File: config.mk
export PLATFORM = sky130hd
export DESIGN_NAME = lowest_precedence_operator_scan_flat
export DESIGN_NICKNAME = d
export VERILOG_FILES = /design/src/rtl/lpos_pkg.sv /design/src/rtl/lpos_if.sv /design/src/rtl/lowest_precedence_operator_scan.sv /design/src/flat_wrapper.sv
export SDC_FILE = /design/constraint.sdc
export NUM_CORES = 1
export LEC_CHECK = 0
export ABC_AREA = 1
export BUFFER_PORTS_ARGS = -buffer_cell sky130_fd_sc_hd__clkbuf_2
export CORE_MARGIN = 5
export CORE_UTILIZATION = 23
export CTS_CLUSTER_DIAMETER = 80
export DETAILED_ROUTE_END_ITERATION = 8
export PLACE_DENSITY_LB_ADDON = 0.15
export SLEW_MARGIN = 10
export SYNTH_ARGS = -nofsm -noshare
export SYNTH_HDL_FRONTEND = slang
export SYNTH_SLANG_ARGS = --single-unit
File: constraint.sdc
create_clock -name clock -period 4.72 [get_ports clock]
set_input_delay 1.416 -clock clock [delete_from_list [all_inputs] [get_ports clock]]
set_output_delay 1.416 -clock clock [all_outputs]
set_load 0.03 [all_outputs]
File: src/rtl/lpos_pkg.sv
// Shared types and constants of the lowest-precedence operator scan.
// Used by the channel interfaces and by the top level; depends on nothing.
package lpos_pkg;

   localparam int unsigned MAX_LEN_DEFAULT = 4096;
   localparam int unsigned POS_OUT_W = 12;

   typedef enum logic [1:0] {
      ST_FOUND     = 2'd0,
      ST_NO_OP     = 2'd1,
      ST_UNMATCHED = 2'd2,
      ST_TOO_LONG  = 2'd3
   } status_type;

   typedef enum logic [3:0] {
      OP_NONE  = 4'd0,
      OP_ADD   = 4'd1,
      OP_SUB   = 4'd2,
      OP_MUL   = 4'd3,
      OP_DIV   = 4'd4,
      OP_POW   = 4'd5,
      OP_EQ    = 4'd6,
      OP_GE    = 4'd7,
      OP_LE    = 4'd8,
      OP_NE    = 4'd9,
      OP_GT    = 4'd10,
      OP_LT    = 4'd11,
      OP_AND   = 4'd12,
      OP_OR    = 4'd13
   } op_code_type;

   localparam logic [2:0] PREC_LOGIC = 3'd1;
   localparam logic [2:0] PREC_CMP   = 3'd2;
   localparam logic [2:0] PREC_ADD   = 3'd3;
   localparam logic [2:0] PREC_MUL   = 3'd4;
   localparam logic [2:0] PREC_POW   = 3'd5;
   localparam logic [2:0] PREC_NONE  = 3'd6;

   localparam logic [7:0] CH_PLUS   = 8'h2B;
   localparam logic [7:0] CH_MINUS  = 8'h2D;
   localparam logic [7:0] CH_STAR   = 8'h2A;
   localparam logic [7:0] CH_SLASH  = 8'h2F;
   localparam logic [7:0] CH_CARET  = 8'h5E;
   localparam logic [7:0] CH_EQUAL  = 8'h3D;
   localparam logic [7:0] CH_GT     = 8'h3E;
   localparam logic [7:0] CH_LT     = 8'h3C;
   localparam logic [7:0] CH_BANG   = 8'h21;
   localparam logic [7:0] CH_AMP    = 8'h26;
   localparam logic [7:0] CH_BAR    = 8'h7C;
   localparam logic [7:0] CH_LPAREN = 8'h28;
   localparam logic [7:0] CH_RPAREN = 8'h29;
   localparam logic [7:0] CH_LBRACK = 8'h5B;
   localparam logic [7:0] CH_RBRACK = 8'h5D;

   typedef struct packed {
      status_type           status;
      logic [POS_OUT_W-1:0] op_position;
      op_code_type          op_code;
   } result_type;

endpackage

File: src/rtl/lpos_if.sv
// Valid/ready channel interfaces of the lowest-precedence operator scan.
// The request channel carries characters, the response channel results; uses lpos_pkg.
interface lpos_req_if;
   logic       valid;
   logic       ready;
   logic [7:0] char_code;
   logic       last_char;

   modport source (output valid, output char_code, output last_char, input ready);
   modport sink (input valid, input char_code, input last_char, output ready);
endinterface

interface lpos_rsp_if;
   logic                           valid;
   logic                           ready;
   lpos_pkg::status_type           status;
   logic [lpos_pkg::POS_OUT_W-1:0] op_position;
   lpos_pkg::op_code_type          op_code;

   modport source (output valid, output status, output op_position, output op_code,
                   input ready);
   modport sink (input valid, input status, input op_position, input op_code,
                 output ready);
endinterface

File: src/rtl/lowest_precedence_operator_scan.sv
// Top level of the lowest-precedence operator scan: per-character state update and
// a two-entry registered response buffer. Depends on lpos_pkg and lpos_if.
//
// The block takes one character request per clock cycle and, on the request that
// carries the final character, produces one registered response naming the
// top-level operator of lowest precedence (rightmost on a tie), with bracketed text
// skipped. A '>', '<' or '!' is held back for one character to recognise '>=', '<='
// and '!='. The rate is one character per cycle, set by the single state-update path
// that runs between the scan registers; the response is registered, and a second
// response register lets characters keep flowing while a result waits to be taken.
// Requests stall only when both response registers are full. Expressions longer
// than MAX_LEN characters report too long.
module lowest_precedence_operator_scan #(
   parameter int unsigned MAX_LEN = lpos_pkg::MAX_LEN_DEFAULT
) (
   input logic          clock,
   input logic          reset,
   lpos_req_if.sink     req_chan,
   lpos_rsp_if.source   rsp_chan
);
   import lpos_pkg::*;

   localparam int unsigned IdxW = $clog2(MAX_LEN + 1);
   localparam int unsigned PosW = $clog2(MAX_LEN);

   typedef enum logic [1:0] {
      SKIP_NONE,
      SKIP_ROUND,
      SKIP_SQUARE
   } skip_type;

   typedef enum logic [1:0] {
      PEND_NONE,
      PEND_GT,
      PEND_LT,
      PEND_NOT
   } pend_type;

   typedef struct packed {
      logic [2:0]      prec;
      logic [PosW-1:0] pos;
      op_code_type     op;
   } best_type;

   typedef struct packed {
      logic        hit;
      logic [2:0]  prec;
      op_code_type op;
   } decode_type;

   function automatic best_type offer(best_type cur, logic [2:0] prec, op_code_type op,
                                      logic [PosW-1:0] pos);
      best_type r;
      r = cur;
      if (cur.prec >= prec) begin
         r.prec = prec;
         r.pos  = pos;
         r.op   = op;
      end
      return r;
   endfunction

   function automatic best_type settle(best_type cur, pend_type pend, logic [PosW-1:0] pos);
      best_type r;
      r = cur;
      unique case (pend)
         PEND_GT: r = offer(cur, PREC_CMP, OP_GT, pos);
         PEND_LT: r = offer(cur, PREC_CMP, OP_LT, pos);
         default: r = cur;
      endcase
      return r;
   endfunction

   function automatic decode_type decode(logic [7:0] c);
      decode_type d;
      d = '{hit: 1'b1, prec: PREC_NONE, op: OP_NONE};
      unique case (c)
         CH_PLUS:  begin d.prec = PREC_ADD;   d.op = OP_ADD; end
         CH_MINUS: begin d.prec = PREC_ADD;   d.op = OP_SUB; end
         CH_STAR:  begin d.prec = PREC_MUL;   d.op = OP_MUL; end
         CH_SLASH: begin d.prec = PREC_MUL;   d.op = OP_DIV; end
         CH_CARET: begin d.prec = PREC_POW;   d.op = OP_POW; end
         CH_EQUAL: begin d.prec = PREC_CMP;   d.op = OP_EQ;  end
         CH_AMP:   begin d.prec = PREC_LOGIC; d.op = OP_AND; end
         CH_BAR:   begin d.prec = PREC_LOGIC; d.op = OP_OR;  end
         default:  d.hit = 1'b0;
      endcase
      return d;
   endfunction

   localparam best_type BEST_RESET = '{prec: PREC_NONE, pos: '0, op: OP_NONE};

   logic [IdxW-1:0] idx_ff, idx_in;
   logic            too_long_ff, too_long_in;
   skip_type        skip_ff, skip_in;
   logic [IdxW-1:0] depth_ff, depth_in;
   best_type        best_ff, best_in;
   pend_type        pend_ff, pend_in;
   logic [PosW-1:0] pend_pos_ff, pend_pos_in;

   logic            out_valid_ff, out_valid_in;
   result_type      out_ff, out_in;
   logic            skid_valid_ff, skid_valid_in;
   result_type      skid_ff, skid_in;

   logic            req_fire;
   logic            rsp_fire;
   logic            res_fire;
   result_type      res;
   logic [PosW-1:0] here;
   logic [7:0]      opener;
   logic [7:0]      closer;
   decode_type      dec;
   best_type        final_best;

   assign req_fire = req_chan.valid && req_chan.ready;
   assign rsp_fire = rsp_chan.valid && rsp_chan.ready;
   assign res_fire = req_fire && req_chan.last_char;
   assign here     = idx_ff[PosW-1:0];
   assign opener   = (skip_ff == SKIP_ROUND) ? CH_LPAREN : CH_LBRACK;
   assign closer   = (skip_ff == SKIP_ROUND) ? CH_RPAREN : CH_RBRACK;
   assign dec      = decode(req_chan.char_code);

   always_comb begin
      idx_in      = idx_ff;
      too_long_in = too_long_ff;
      skip_in     = skip_ff;
      depth_in    = depth_ff;
      best_in     = best_ff;
      pend_in     = pend_ff;
      pend_pos_in = pend_pos_ff;
      final_best  = best_ff;
      res         = '{status: ST_NO_OP, op_position: '0, op_code: OP_NONE};
      if (req_fire) begin
         if (idx_ff >= IdxW'(MAX_LEN)) begin
            too_long_in = 1'b1;
         end else begin
            idx_in = idx_ff + 1'b1;
            if (skip_ff != SKIP_NONE) begin
               if (req_chan.char_code == opener) begin
                  depth_in = depth_ff + 1'b1;
               end else if (req_chan.char_code == closer) begin
                  depth_in = depth_ff - 1'b1;
                  if (depth_in == '0) begin
                     skip_in = SKIP_NONE;
                  end
               end
            end else if (pend_ff != PEND_NONE && req_chan.char_code == CH_EQUAL) begin
               unique case (pend_ff)
                  PEND_GT: best_in = offer(best_ff, PREC_CMP, OP_GE, pend_pos_ff);
                  PEND_LT: best_in = offer(best_ff, PREC_CMP, OP_LE, pend_pos_ff);
                  default: best_in = offer(best_ff, PREC_CMP, OP_NE, pend_pos_ff);
               endcase
               pend_in = PEND_NONE;
            end else begin
               best_in = settle(best_ff, pend_ff, pend_pos_ff);
               pend_in = PEND_NONE;
               if (dec.hit) begin
                  best_in = offer(best_in, dec.prec, dec.op, here);
               end
               unique case (req_chan.char_code)
                  CH_LPAREN: begin skip_in = SKIP_ROUND;  depth_in = IdxW'(1); end
                  CH_LBRACK: begin skip_in = SKIP_SQUARE; depth_in = IdxW'(1); end
                  CH_GT:     begin pend_in = PEND_GT;  pend_pos_in = here; end
                  CH_LT:     begin pend_in = PEND_LT;  pend_pos_in = here; end
                  CH_BANG:   begin pend_in = PEND_NOT; pend_pos_in = here; end
                  default:   ;
               endcase
            end
         end
         if (req_chan.last_char) begin
            final_best = settle(best_in, pend_in, pend_pos_in);
            if (too_long_in) begin
               res.status = ST_TOO_LONG;
            end else if (skip_in != SKIP_NONE) begin
               res.status = ST_UNMATCHED;
            end else if (final_best.op == OP_NONE) begin
               res.status = ST_NO_OP;
            end else begin
               res.status      = ST_FOUND;
               res.op_position = POS_OUT_W'(final_best.pos);
               res.op_code     = final_best.op;
            end
            idx_in      = '0;
            too_long_in = 1'b0;
            skip_in     = SKIP_NONE;
            depth_in    = '0;
            best_in     = BEST_RESET;
            pend_in     = PEND_NONE;
            pend_pos_in = '0;
         end
      end
   end

   always_comb begin
      out_valid_in  = out_valid_ff;
      out_in        = out_ff;
      skid_valid_in = skid_valid_ff;
      skid_in       = skid_ff;
      if (!out_valid_ff || rsp_fire) begin
         if (skid_valid_ff) begin
            out_valid_in  = 1'b1;
            out_in        = skid_ff;
            skid_valid_in = 1'b0;
         end else begin
            out_valid_in = res_fire;
            out_in       = res;
         end
      end else if (res_fire) begin
         skid_valid_in = 1'b1;
         skid_in       = res;
      end
   end

   always_ff @(posedge clock) begin
      if (reset) begin
         idx_ff        <= '0;
         too_long_ff   <= 1'b0;
         skip_ff       <= SKIP_NONE;
         depth_ff      <= '0;
         best_ff       <= BEST_RESET;
         pend_ff       <= PEND_NONE;
         pend_pos_ff   <= '0;
         out_valid_ff  <= 1'b0;
         skid_valid_ff <= 1'b0;
      end else begin
         idx_ff        <= idx_in;
         too_long_ff   <= too_long_in;
         skip_ff       <= skip_in;
         depth_ff      <= depth_in;
         best_ff       <= best_in;
         pend_ff       <= pend_in;
         pend_pos_ff   <= pend_pos_in;
         out_valid_ff  <= out_valid_in;
         skid_valid_ff <= skid_valid_in;
      end
   end

   always_ff @(posedge clock) begin
      out_ff  <= out_in;
      skid_ff <= skid_in;
   end

   assign req_chan.ready       = !skid_valid_ff;
   assign rsp_chan.valid       = out_valid_ff;
   assign rsp_chan.status      = out_ff.status;
   assign rsp_chan.op_position = out_ff.op_position;
   assign rsp_chan.op_code     = out_ff.op_code;

`ifndef SYNTHESIS
   a_skid_behind_out: assert property (@(posedge clock) disable iff (reset)
      skid_valid_ff |-> out_valid_ff)
      else $error("Second response register holds a result while the first is empty.");

   a_clear_after_last: assert property (@(posedge clock) disable iff (reset)
      res_fire |=> (idx_ff == '0 && skip_ff == SKIP_NONE && pend_ff == PEND_NONE
                    && best_ff.prec == PREC_NONE && !too_long_ff))
      else $error("Scan state not cleared after the final character.");

   a_skip_depth: assert property (@(posedge clock) disable iff (reset)
      skip_ff != SKIP_NONE |-> depth_ff != '0)
      else $error("Bracket skip active with zero nesting depth.");

   a_found_has_op: assert property (@(posedge clock) disable iff (reset)
      (out_valid_ff && out_ff.status == ST_FOUND) |-> out_ff.op_code != OP_NONE)
      else $error("Response reports an operator found without an operator code.");

   a_index_bound: assert property (@(posedge clock) disable iff (reset)
      idx_ff <= IdxW'(MAX_LEN))
      else $error("Character index beyond the maximum length.");
`endif

endmodule
File: src/flat_wrapper.sv
// flat-port wrapper written by rule: the top's interface ports become plain ports
module lowest_precedence_operator_scan_flat import lpos_pkg::*;
#(
   parameter int unsigned MAX_LEN = lpos_pkg::MAX_LEN_DEFAULT
)
  (clock, reset, req_chan_valid, req_chan_char_code, req_chan_last_char, req_chan_ready, rsp_chan_valid, rsp_chan_status, rsp_chan_op_position, rsp_chan_op_code, rsp_chan_ready);
  lpos_req_if req_chan_i ();
  lpos_rsp_if rsp_chan_i ();
  input logic clock;
  input logic reset;
  input wire logic [$bits(req_chan_i.valid)-1:0] req_chan_valid;
  input wire logic [$bits(req_chan_i.char_code)-1:0] req_chan_char_code;
  input wire logic [$bits(req_chan_i.last_char)-1:0] req_chan_last_char;
  output wire logic [$bits(req_chan_i.ready)-1:0] req_chan_ready;
  output wire logic [$bits(rsp_chan_i.valid)-1:0] rsp_chan_valid;
  output wire logic [$bits(rsp_chan_i.status)-1:0] rsp_chan_status;
  output wire logic [$bits(rsp_chan_i.op_position)-1:0] rsp_chan_op_position;
  output wire logic [$bits(rsp_chan_i.op_code)-1:0] rsp_chan_op_code;
  input wire logic [$bits(rsp_chan_i.ready)-1:0] rsp_chan_ready;
  assign req_chan_i.valid = req_chan_valid;
  assign req_chan_i.char_code = req_chan_char_code;
  assign req_chan_i.last_char = req_chan_last_char;
  assign req_chan_ready = req_chan_i.ready;
  assign rsp_chan_valid = rsp_chan_i.valid;
  assign rsp_chan_status = rsp_chan_i.status;
  assign rsp_chan_op_position = rsp_chan_i.op_position;
  assign rsp_chan_op_code = rsp_chan_i.op_code;
  assign rsp_chan_i.ready = rsp_chan_ready;
  lowest_precedence_operator_scan #(.MAX_LEN(MAX_LEN)) u_core (.clock(clock), .reset(reset), .req_chan(req_chan_i), .rsp_chan(rsp_chan_i));
endmodule
==> results of run 1 <==
==> Yosys cell counts (14+ instances only) <==
library cell and n:
a21oi_1 83, clkbuf_1 25, dfxtp_1 64, edfxtp_1 36, inv_1 112, inv_2 15, nand2_1 247, nand2_2 26
nand3_1 52, nor2_1 73, o21ai_0 77, o22ai_1 14
==> area by class of cell <==
cell class                      count  area (sq um)  share of cell area, %
Sequential cell                   100          2360                   30.5
Tap cell                          384           480                   6.21
Inverter                          130           490                   6.34
Multi-Input combinational cell    702          3700                   47.8
Clock buffer                        9           225                   2.91
Clock inverter                      7          88.8                   1.15
Timing Repair Buffer               61           390                   5.05
==> power breakdown <==
| group | internal, uW | leakage (uW) | switching (uW) | total [uW] |
|---|---|---|---|---|
| sequential | 904 | 0.000918 | 13.2 | 917 |
| clock | 383 | 0.000152 | 404 | 787 |
| combinational | 70.3 | 0.00220 | 165 | 235 |
==> registers in the layout (all words and copies together) (netlist names) <==
name / cells
u_core.pend_pos_ff: 12
u_core.skip_ff: 2
u_core.skid_ff: 18
u_core.idx_ff: 13
u_core.depth_ff: 13
u_core.skid_valid_ff: 1
u_core.best_ff: 19
u_core.rsp_chan.valid: 1
u_core.rsp_chan.status: 2
u_core.rsp_chan.op_position: 12
u_core.rsp_chan.op_code: 4
u_core.too_long_ff: 1
u_core.pend_ff: 2
==> routing by layer <==
metal,part of all wire (%),track usage [%],vias up
met5,0,0,-
met4,1.6,2.97,0
met3,3.4,1.65,21
met2,47,20.6,94
met1,48,16.3,2852
li1,-,-,3264
==> worst min path at each step <==
stage	cells after the start	start	endpoint	slack, ns
floorplan	1	u_core.too_long_ff	u_core.too_long_ff	0.44
global placement	2	u_core.best_ff[5]	u_core.best_ff[5]	0.45
detailed placement	1	u_core.too_long_ff	u_core.too_long_ff	0.45
CTS	2	u_core.best_ff[6]	u_core.best_ff[6]	0.47
global route	2	u_core.best_ff[5]	u_core.best_ff[5]	0.49
finish	2	u_core.best_ff[13]	u_core.best_ff[13]	0.47
==> per-stage QoR <==
step	instances	utilization (%)	worst slack (ns)	instance area (sq um)	power [uW]
floorplan	970	-	0.575	6730	1110
global route	1393	26.9	0.0742	7730	2040
detailed placement	1377	25.8	0.112	7420	1180
finish	1393	26.9	0.464	7730	1940
CTS	1393	26.9	0.501	7730	1980
global placement	1377	25.8	0.134	7420	1180
==> kinds of logic (layout without fill, tap and decap cells) <==
logic type                 Yosys count  count (layout)  share of synthesized area [%]
buffers and inverters              168             207                           10.0
DFF                                100             100                           35.1
xor gates and xnor gates             9               9                           1.28
and+or+nand+nor                    464             464                           33.5
AOI/OAI and AO/OA                  216             216                           17.7
adders and majority gates           13              13                           2.42
==> worst min-delay path, cell delays in order, from the launching register on <==
cell and delay (ns):
dfxtp_1 0.32, nand2_1 0.06, a21oi_1 0.05
==> reports/qor.yml, run 1 <==
die-area_sq_um: 32800
required_ns: 4.85
clock-root-buffer: "clkbuf_16"
r2r_end: "u_core.rsp_chan.op_position[11]"
cts_setup_buffers: 0
grt_pass1_vias: 6036
finalMaxSlewViolations: 0
synthesis.area_sq_um: 6730
endpoint: "u_core.rsp_chan.op_position[11]"
cp.buffers_inverters: 5
status: "completed"
cpLargestDelayFamily: "simple AND/OR/NAND/NOR gates"
numCtsBuffers: 9
period_needed_ns: 4.26
start_kind: "input port"
ant_nets: 0
rr_startpoint: "u_core.pend_ff[0]"
clkLatencyLatePin_ns: 0.37
reg2reg_slack_ns: 1.00
yosysSeqAreaShare_pct: 35.1
die_w_um: 181
wl_mm: 19.9
synth-edff-count: 36
synth_top_flop_cell: "dfxtp_1"
final.setup.tns_ns: 0
num_rows: 62
layout.nets: 1030
min_path_type: "flip-flop to flip-flop"
cp_max_fo: 10
clock_path_buffers: 2
synthToLayoutAreaGrowth_pct: 14.9
dpl.hpwl_mm: 14.3
synth_area_leaders: "dfxtp_1 19%, edfxtp_1 16%, nand2_1 14%, inv_1 6.2%, a21oi_1 6.2%"
crit_path_end_kind: "flip-flop"
yosysTopAreaCell: "dfxtp_1"
pin_count: 33
setup_violations: 0
overflow: 0
layout_commonest_cell: "nand2_1"
htreeDepth: 3
layout-drive-gt1-share_pct: 15.8
vdd_drop_max_v: 0.000215
yosys_warnings: 0
place.gp.congestion: 0.790
fmax_mhz: 235
tightest_slew_ns: 0.886
grt_pass1_wl_mm: 32.6
drc: 0
start_util_pct: 23.4
nFillCells: 3207
track_usage_pct: 12.1
slew_headroom_pct: 40.8
cts_tree: "yes"
crit_top_cell: "nand2_1"
avgSynthCellArea_sq_um: 6.94
route.vias.total: 6231
fin_crit_sh_pct: 90.2
antenna_found_initial: 0
p_leak_uw: 0.00327
grt_max_degree: 43
cp_slowest_cell: "ha_1"
core_sq_um: 28800
synth_nets: 996
whs_ns: 0.470
yosysTopAreaCellShare_pct: 19.0
io_buffers: 32
cpPeakStageDelay_ns: 0.29
synthArstFlopShare_pct: 0
finClkSkew_ns: 0.0167
startpoint: "req_chan_char_code[1]"
powerDensity_nw_per_um2: 251
synthDistinctLibCells: 52
clk_pin_slew_ns: 0.08
syn_inst: 970
reg2reg_depth: 25
vias_per_cell: 4.47
cp.arrival_ns: 4.38
dr.first_iter.drc_count: 280
drv_cap: 0
rsz0062_at_grt: "no"
wl_per_cell_um: 14.3
criticalPathCategory: "input port to flip-flop"
cp.depth: 28
clkSinkCount: 100
cts_resized: 0
ys_ff_latch: 100
mostFrequentLayoutCells: "247 x nand2_1, 112 x inv_1, 83 x a21oi_1, 76 x o21ai_0, 72 x nor2_1"
die_h_um: 181
diodes: 0
first_pass_iters: 7
finalHoldViolations: 0
postCtsHoldBufs: 0
(Power assumes the default switching activity.)
==> run 2, diff against run 1 <==
--- a/config.mk
+++ b/config.mk
@@ -11,7 +11,6 @@
 export CORE_UTILIZATION = 23
 export CTS_CLUSTER_DIAMETER = 80
 export DETAILED_ROUTE_END_ITERATION = 8
-export PLACE_DENSITY_LB_ADDON = 0.15
 export SLEW_MARGIN = 10
 export SYNTH_ARGS = -nofsm -noshare
 export SYNTH_HDL_FRONTEND = slang
==> reports/qor.yml, run 2 (same netlist as run 1, synthesis figures left out) <==
synthToLayoutAreaGrowth_pct: 14.1
layout.nets: 1026  # -0.39%
layout-drive-gt1-share_pct: 15.4  # -0.34 points
grt_max_degree: 43  # unchanged
finClkSkew_ns: 0.0128  # -0.00392 ns
dr.first_iter.drc_count: 418  # +49%
crit_top_cell: "nand2_1"
gr-usage-met2_pct: 16.8  # -3.9 points
powerDensity_nw_per_um2: 246  # -2.0%
track_usage_pct: 10.5  # -1.7 points
clock-root-buffer: "clkbuf_16"
finalHoldViolations: 0  # unchanged
dpl.hpwl_mm: 12.3  # -14%
status: "completed"
core_sq_um: 28800  # unchanged
clkSinkCount: 100  # unchanged
criticalPathCategory: "input port to flip-flop"
drc: 0  # unchanged
wl_mm: 17.2  # -13%
fin_total_pwr_uw: 1890  # -2.7%
reg2reg_slack_ns: 1.04  # +0.04 ns
mostFrequentLayoutCells: "247 x nand2_1, 112 x inv_1, 83 x a21oi_1, 76 x o21ai_0, 72 x nor2_1"
place.gp.congestion: 0.831  # +5.2%
rsz0062_at_grt: "no"
met3_usage_pct: 2.41  # +0.76 points
fin_crit_sh_pct: 92.0  # +1.8 points
vias_per_cell: 4.53  # +1.2%
p_leak_uw: 0.00323  # -1.1%
pin_count: 33  # unchanged
clock_path_buffers: 2  # unchanged
ant_nets: 0  # unchanged
met1_usage_pct: 14.2  # -2.2 points
route.vias.total: 6287  # +0.90%
clk_pin_slew_ns: 0.08  # about the same
numCtsBuffers: 9  # unchanged
die_w_um: 181  # unchanged
cp.buffers_inverters: 5  # unchanged
cts_tree: "yes"
slew_headroom_pct: 27.4  # -13 points
die-area_sq_um: 32800  # unchanged
grt-busiest-layer: "met2"
period_needed_ns: 4.34  # +0.0859 ns
cp_slowest_cell: "ha_1"
cts_setup_buffers: 0  # unchanged
clkLatencyLatePin_ns: 0.36  # about the same
largest_reg_flops: 19  # unchanged
crit_path_end_kind: "flip-flop"
cpLargestDelayFamily: "simple AND/OR/NAND/NOR gates"
start_kind: "input port"
die_h_um: 181  # unchanged
grt_pass1_vias: 5940  # -1.6%
cp.arrival_ns: 4.46  # +0.08 ns
cp.depth: 28  # unchanged
wl_per_cell_um: 12.4  # -13%
tightest_slew_ns: 1.08  # +0.199 ns
cts_resized: 0  # unchanged
hold_path_depth: 2  # unchanged
layout_commonest_cell: "nand2_1"
io_buffers: 32  # unchanged
final.setup.tns_ns: 0  # unchanged
start_util_pct: 23.4  # unchanged
setup_violations: 0  # unchanged
antenna_found_initial: 0  # unchanged
cp_max_fo: 10  # unchanged
first_pass_iters: 5  # -2
min_path_type: "flip-flop to flip-flop"
required_ns: 4.84  # about the same
diodes: 0  # unchanged
htreeDepth: 3  # unchanged
grt_pass1_wl_mm: 29.0  # -11%
cpPeakStageDelay_ns: 0.29  # about the same
reg2reg_depth: 14  # -44%
largest_register: "u_core.best_ff"
fmax_mhz: 230  # -2.0%
num_rows: 62  # unchanged
overflow: 0  # unchanged
postCtsHoldBufs: 0  # unchanged
drv_cap: 0  # unchanged
vdd_drop_max_v: 0.000177  # -18%
top_regs: "u_core.best_ff: 19 flops, u_core.skid_ff: 18 flops"
finalMaxSlewViolations: 0  # unchanged
run 2: cell types whose count changed in the layout (fill, tap and decap cells not counted), sizes merged:
| cell | previous run | this run |
|---|---|---|
| inv | 131 | 132 |
| clkinv | 6 | 3 |
| clkinvlp | 0 | 2 |
| buf | 29 | 25 |
run 2: final timing paths:
path | startpoint | end
worst max register to register | u_core.skip_ff[0] | u_core.rsp_chan.op_position[1]
worst min register to register | u_core.best_ff[11] | u_core.best_ff[11]
worst min-delay path | u_core.best_ff[11] | u_core.best_ff[11]
worst max-delay path | req_chan_char_code[1] | u_core.rsp_chan.op_position[2]
run 2: power by group:
group | leakage [uW] | internal, uW | switching (uW)
combinational | 0.00218 | 69.3 | 158
clock | 0.000138 | 372 | 370
sequential | 0.000918 | 904 | 13.5
total | 0.00323 | 1350 | 542
run 2: per-stage QoR:
stage          std cells  setup slack (ns)  util (%)  instance area (sq um)  hold slack, ns
4_1_cts             1389             0.408      26.7                   7680           0.472
6_report            1389             0.378      26.7                   7680           0.469
5_1_grt             1389            0.0687      26.7                   7680           0.483
2_1_floorplan        970             0.575         -                   6730           0.441
3_5_place_dp        1373            0.0294      25.7                   7390           0.456
3_3_place_gp        1373             0.103      25.7                   7390           0.448
run 2: routing by layer:
layer / up-vias / part of all wire (%) / wire length, um
li1: 3266 / - / -
met1: 2829 / 48 / 8240
met2: 172 / 44 / 7630
met3: 20 / 6.5 / 1110
met4: 0 / 1.4 / 235
met5: - / 0 / 0
run 2: area by class of cell:
type	instances	area [sq um]
clock buffers	9	225
clock inverters	7	66.3
fillers	3154	21100
inverters	130	490
multi-input cells	702	3700
flip-flops and latches	100	2360
well taps	384	480
repair buffers	57	360
run 2: worst reg2reg max path: stages (launching register included):
cell and delay [ns]:
dfxtp_1 0.36, nor2_1 0.21, inv_1 0.13, nor2_4 0.61, nand2_4 0.11, inv_2 0.08
a31oi_1 0.12, o21ai_0 0.15, inv_1 0.07, ha_1 0.30, nor3_1 0.05, buf_4 0.14
nor3_4 0.88, nand3_1 0.22, nand2_1 0.12
==> run 3, diff against run 2 <==
==> constraint.sdc (replaced) <==
create_clock -name clock -period 4.72 [get_ports clock]
set_input_delay 1.18 -clock clock [delete_from_list [all_inputs] [get_ports clock]]
set_output_delay 1.18 -clock clock [all_outputs]
set_load 0.03 [all_outputs]
==> reports/qor.yml, run 3 (same netlist as run 1, synthesis figures left out) <==
status: "completed"
postCtsHoldBufs: 0  # unchanged
dr.first_iter.drc_count: 407  # -2.6%
grt_max_degree: 43  # unchanged
pwr-share-seq_pct: 49.3  # +0.7 points
numCtsBuffers: 9  # unchanged
switching_share_pct: 28.2  # -0.57 points
cp.arrival_ns: 4.42  # -0.04 ns
grt_pass1_wl_mm: 29.0  # +0.19%
setup_violations: 0  # unchanged
tightest_slew_ns: 1.11  # +0.0270 ns
htreeDepth: 3  # unchanged
clkSinkCount: 100  # unchanged
pwr-share-clk_pct: 38.8  # -0.5 points
cts_resized: 0  # unchanged
fin_crit_sh_pct: 91.3  # -0.73 points
clk_pin_slew_ns: 0.07  # about the same
finClkSkew_ns: 0.0123  # -0.000502 ns
switching_power_uw: 524  # -3.3%
rsz0062_at_grt: "no"
route.vias.total: 6280  # -0.11%
largest_reg_flops: 19  # unchanged
combPwrFrac_pct: 11.8  # -0.3 points
layout_setup_ws_ns: 0.412  # +0.0345 ns
min_path_type: "flip-flop to flip-flop"
p_int_uw: 1340  # -0.58%
cts_tree: "yes"
die_h_um: 181  # unchanged
powerDensity_nw_per_um2: 246  # -0.11%
die_w_um: 181  # unchanged
vdd_drop_max_v: 0.000178  # +0.58%
layout.nets: 1016  # -0.97%
layout-drive-gt1-share_pct: 14.5  # -0.95 points
num_rows: 62  # unchanged
diodes: 0  # unchanged
criticalPathCategory: "input port to flip-flop"
mostFrequentLayoutCells: "247 x nand2_1, 112 x inv_1, 83 x a21oi_1, 76 x o21ai_0, 72 x nor2_1"
top_regs: "u_core.best_ff: 19 flops, u_core.skid_ff: 18 flops"
start_util_pct: 23.4  # unchanged
io_buffers: 32  # unchanged
synthToLayoutAreaGrowth_pct: 12.7
start_kind: "input port"
largest_register: "u_core.best_ff"
finalHoldViolations: 0  # unchanged
dp_slack_ns: 0.0533  # +0.0240 ns
drc: 0  # unchanged
fin_util_pct: 26.4  # -0.33 points
track_usage_pct: 10.5  # +0.077 points
wl_per_cell_um: 12.5  # +1.2%
die-area_sq_um: 32800  # unchanged
clkLatencyLatePin_ns: 0.36  # about the same
pin_count: 33  # unchanged
ant_nets: 0  # unchanged
slew_headroom_pct: 25.6  # -1.8 points
first_pass_iters: 5  # unchanged
fmax_mhz: 232  # +0.80%
cp_max_fo: 19  # +9
antenna_found_initial: 0  # unchanged
whs_ns: 0.465  # -0.00384 ns
vias_per_cell: 4.55  # +0.61%
nFillCells: 3186  # +1.0%
grt_pass1_vias: 5926  # -0.24%
cts_setup_buffers: 0  # unchanged
p_leak_uw: 0.00318  # -1.6%
clock-root-buffer: "clkbuf_16"
finalMaxSlewViolations: 0  # unchanged
place.gp.congestion: 0.834  # +0.36%
final.setup.tns_ns: 0  # unchanged
clock_path_buffers: 2  # unchanged
crit_path_end_kind: "flip-flop"
layout_commonest_cell: "nand2_1"
wl_mm: 17.3  # +0.48%
core_sq_um: 28800  # unchanged
required_ns: 4.84  # about the same
period_needed_ns: 4.31  # -0.0345 ns
dpl.hpwl_mm: 12.4  # +0.77%
drv_cap: 0  # unchanged
overflow: 0  # unchanged
[run 3: cell count changes in the layout (fill, tap and decap cells not counted), sizes merged]
cell	previous run	this run
buf	25	15
clkbuf	41	42
clkinvlp	2	1
[run 3: final timing paths]
kind | cells past startpoint | slack [ns] | start | end
max | 24 | 0.41 | req_chan_char_code[4] | u_core.rsp_chan.op_position[3]
min | 2 | 0.46 | u_core.best_ff[11] | u_core.best_ff[11]
max reg2reg | 21 | 0.76 | u_core.pend_ff[0] | u_core.rsp_chan.op_position[3]
min reg2reg | 2 | 0.46 | u_core.best_ff[11] | u_core.best_ff[11]
[run 3: metal layers]
metal / share of wire [%] / GRT usage (%)
met1: 48 / 14.1
met3: 5.5 / 2.39
met5: 0 / 0
met4: 1.1 / 2.46
met2: 46 / 17.3
[run 3: through the flow]
step                area, sq um  std cells  total power [uW]
floorplan                  6730        970              1110
detailed placement         7300       1363              1160
global route               7580       1379              1960
global placement           7300       1363              1160
finish                     7580       1379              1860
CTS                        7580       1379              1880
[run 3: power by group through the flow]
| stage | registers (uW) | logic [uW] | clock network, uW |
|---|---|---|---|
| 6_report | 918 | 221 | 723 |
| 5_1_grt | 921 | 249 | 786 |
| 4_1_cts | 918 | 222 | 743 |
| 3_5_place_dp | 938 | 221 | 0 |
| 3_3_place_gp | 938 | 220 | 0 |
| 2_1_floorplan | 948 | 160 | 0 |
[run 3: layout make-up]
| cell class | count | area, sq um | area share, % |
|---|---|---|---|
| clock inverter | 6 | 53.8 | 0.709 |
| clock buffer | 10 | 229 | 3.02 |
| timing repair buffer | 47 | 273 | 3.60 |
| sequential | 100 | 2360 | 31.1 |
| inverter | 130 | 490 | 6.47 |
| tap | 384 | 480 | 6.33 |
| multi-input combinational | 702 | 3700 | 48.7 |
[run 3: worst max-delay path: stages]
cell	delay, ns
clkbuf_2	0.09
inv_1	0.05
nand2_1	0.09
nor2_4	0.20
nand2_1	0.13
nand2_2	0.14
nor2_4	0.06
nand2_8	0.07
inv_1	0.06
nor3_1	0.14
ha_1	0.28
a21oi_1	0.14
nand3_1	0.25
nand2_4	0.29
inv_2	0.14
nand2_1	0.09
nand3_1	0.08
a21oi_1	0.29
nand2_1	0.12
nand3_2	0.09
nand2_2	0.07
buf_4	0.22
nand3_2	0.10
nand2_1	0.05
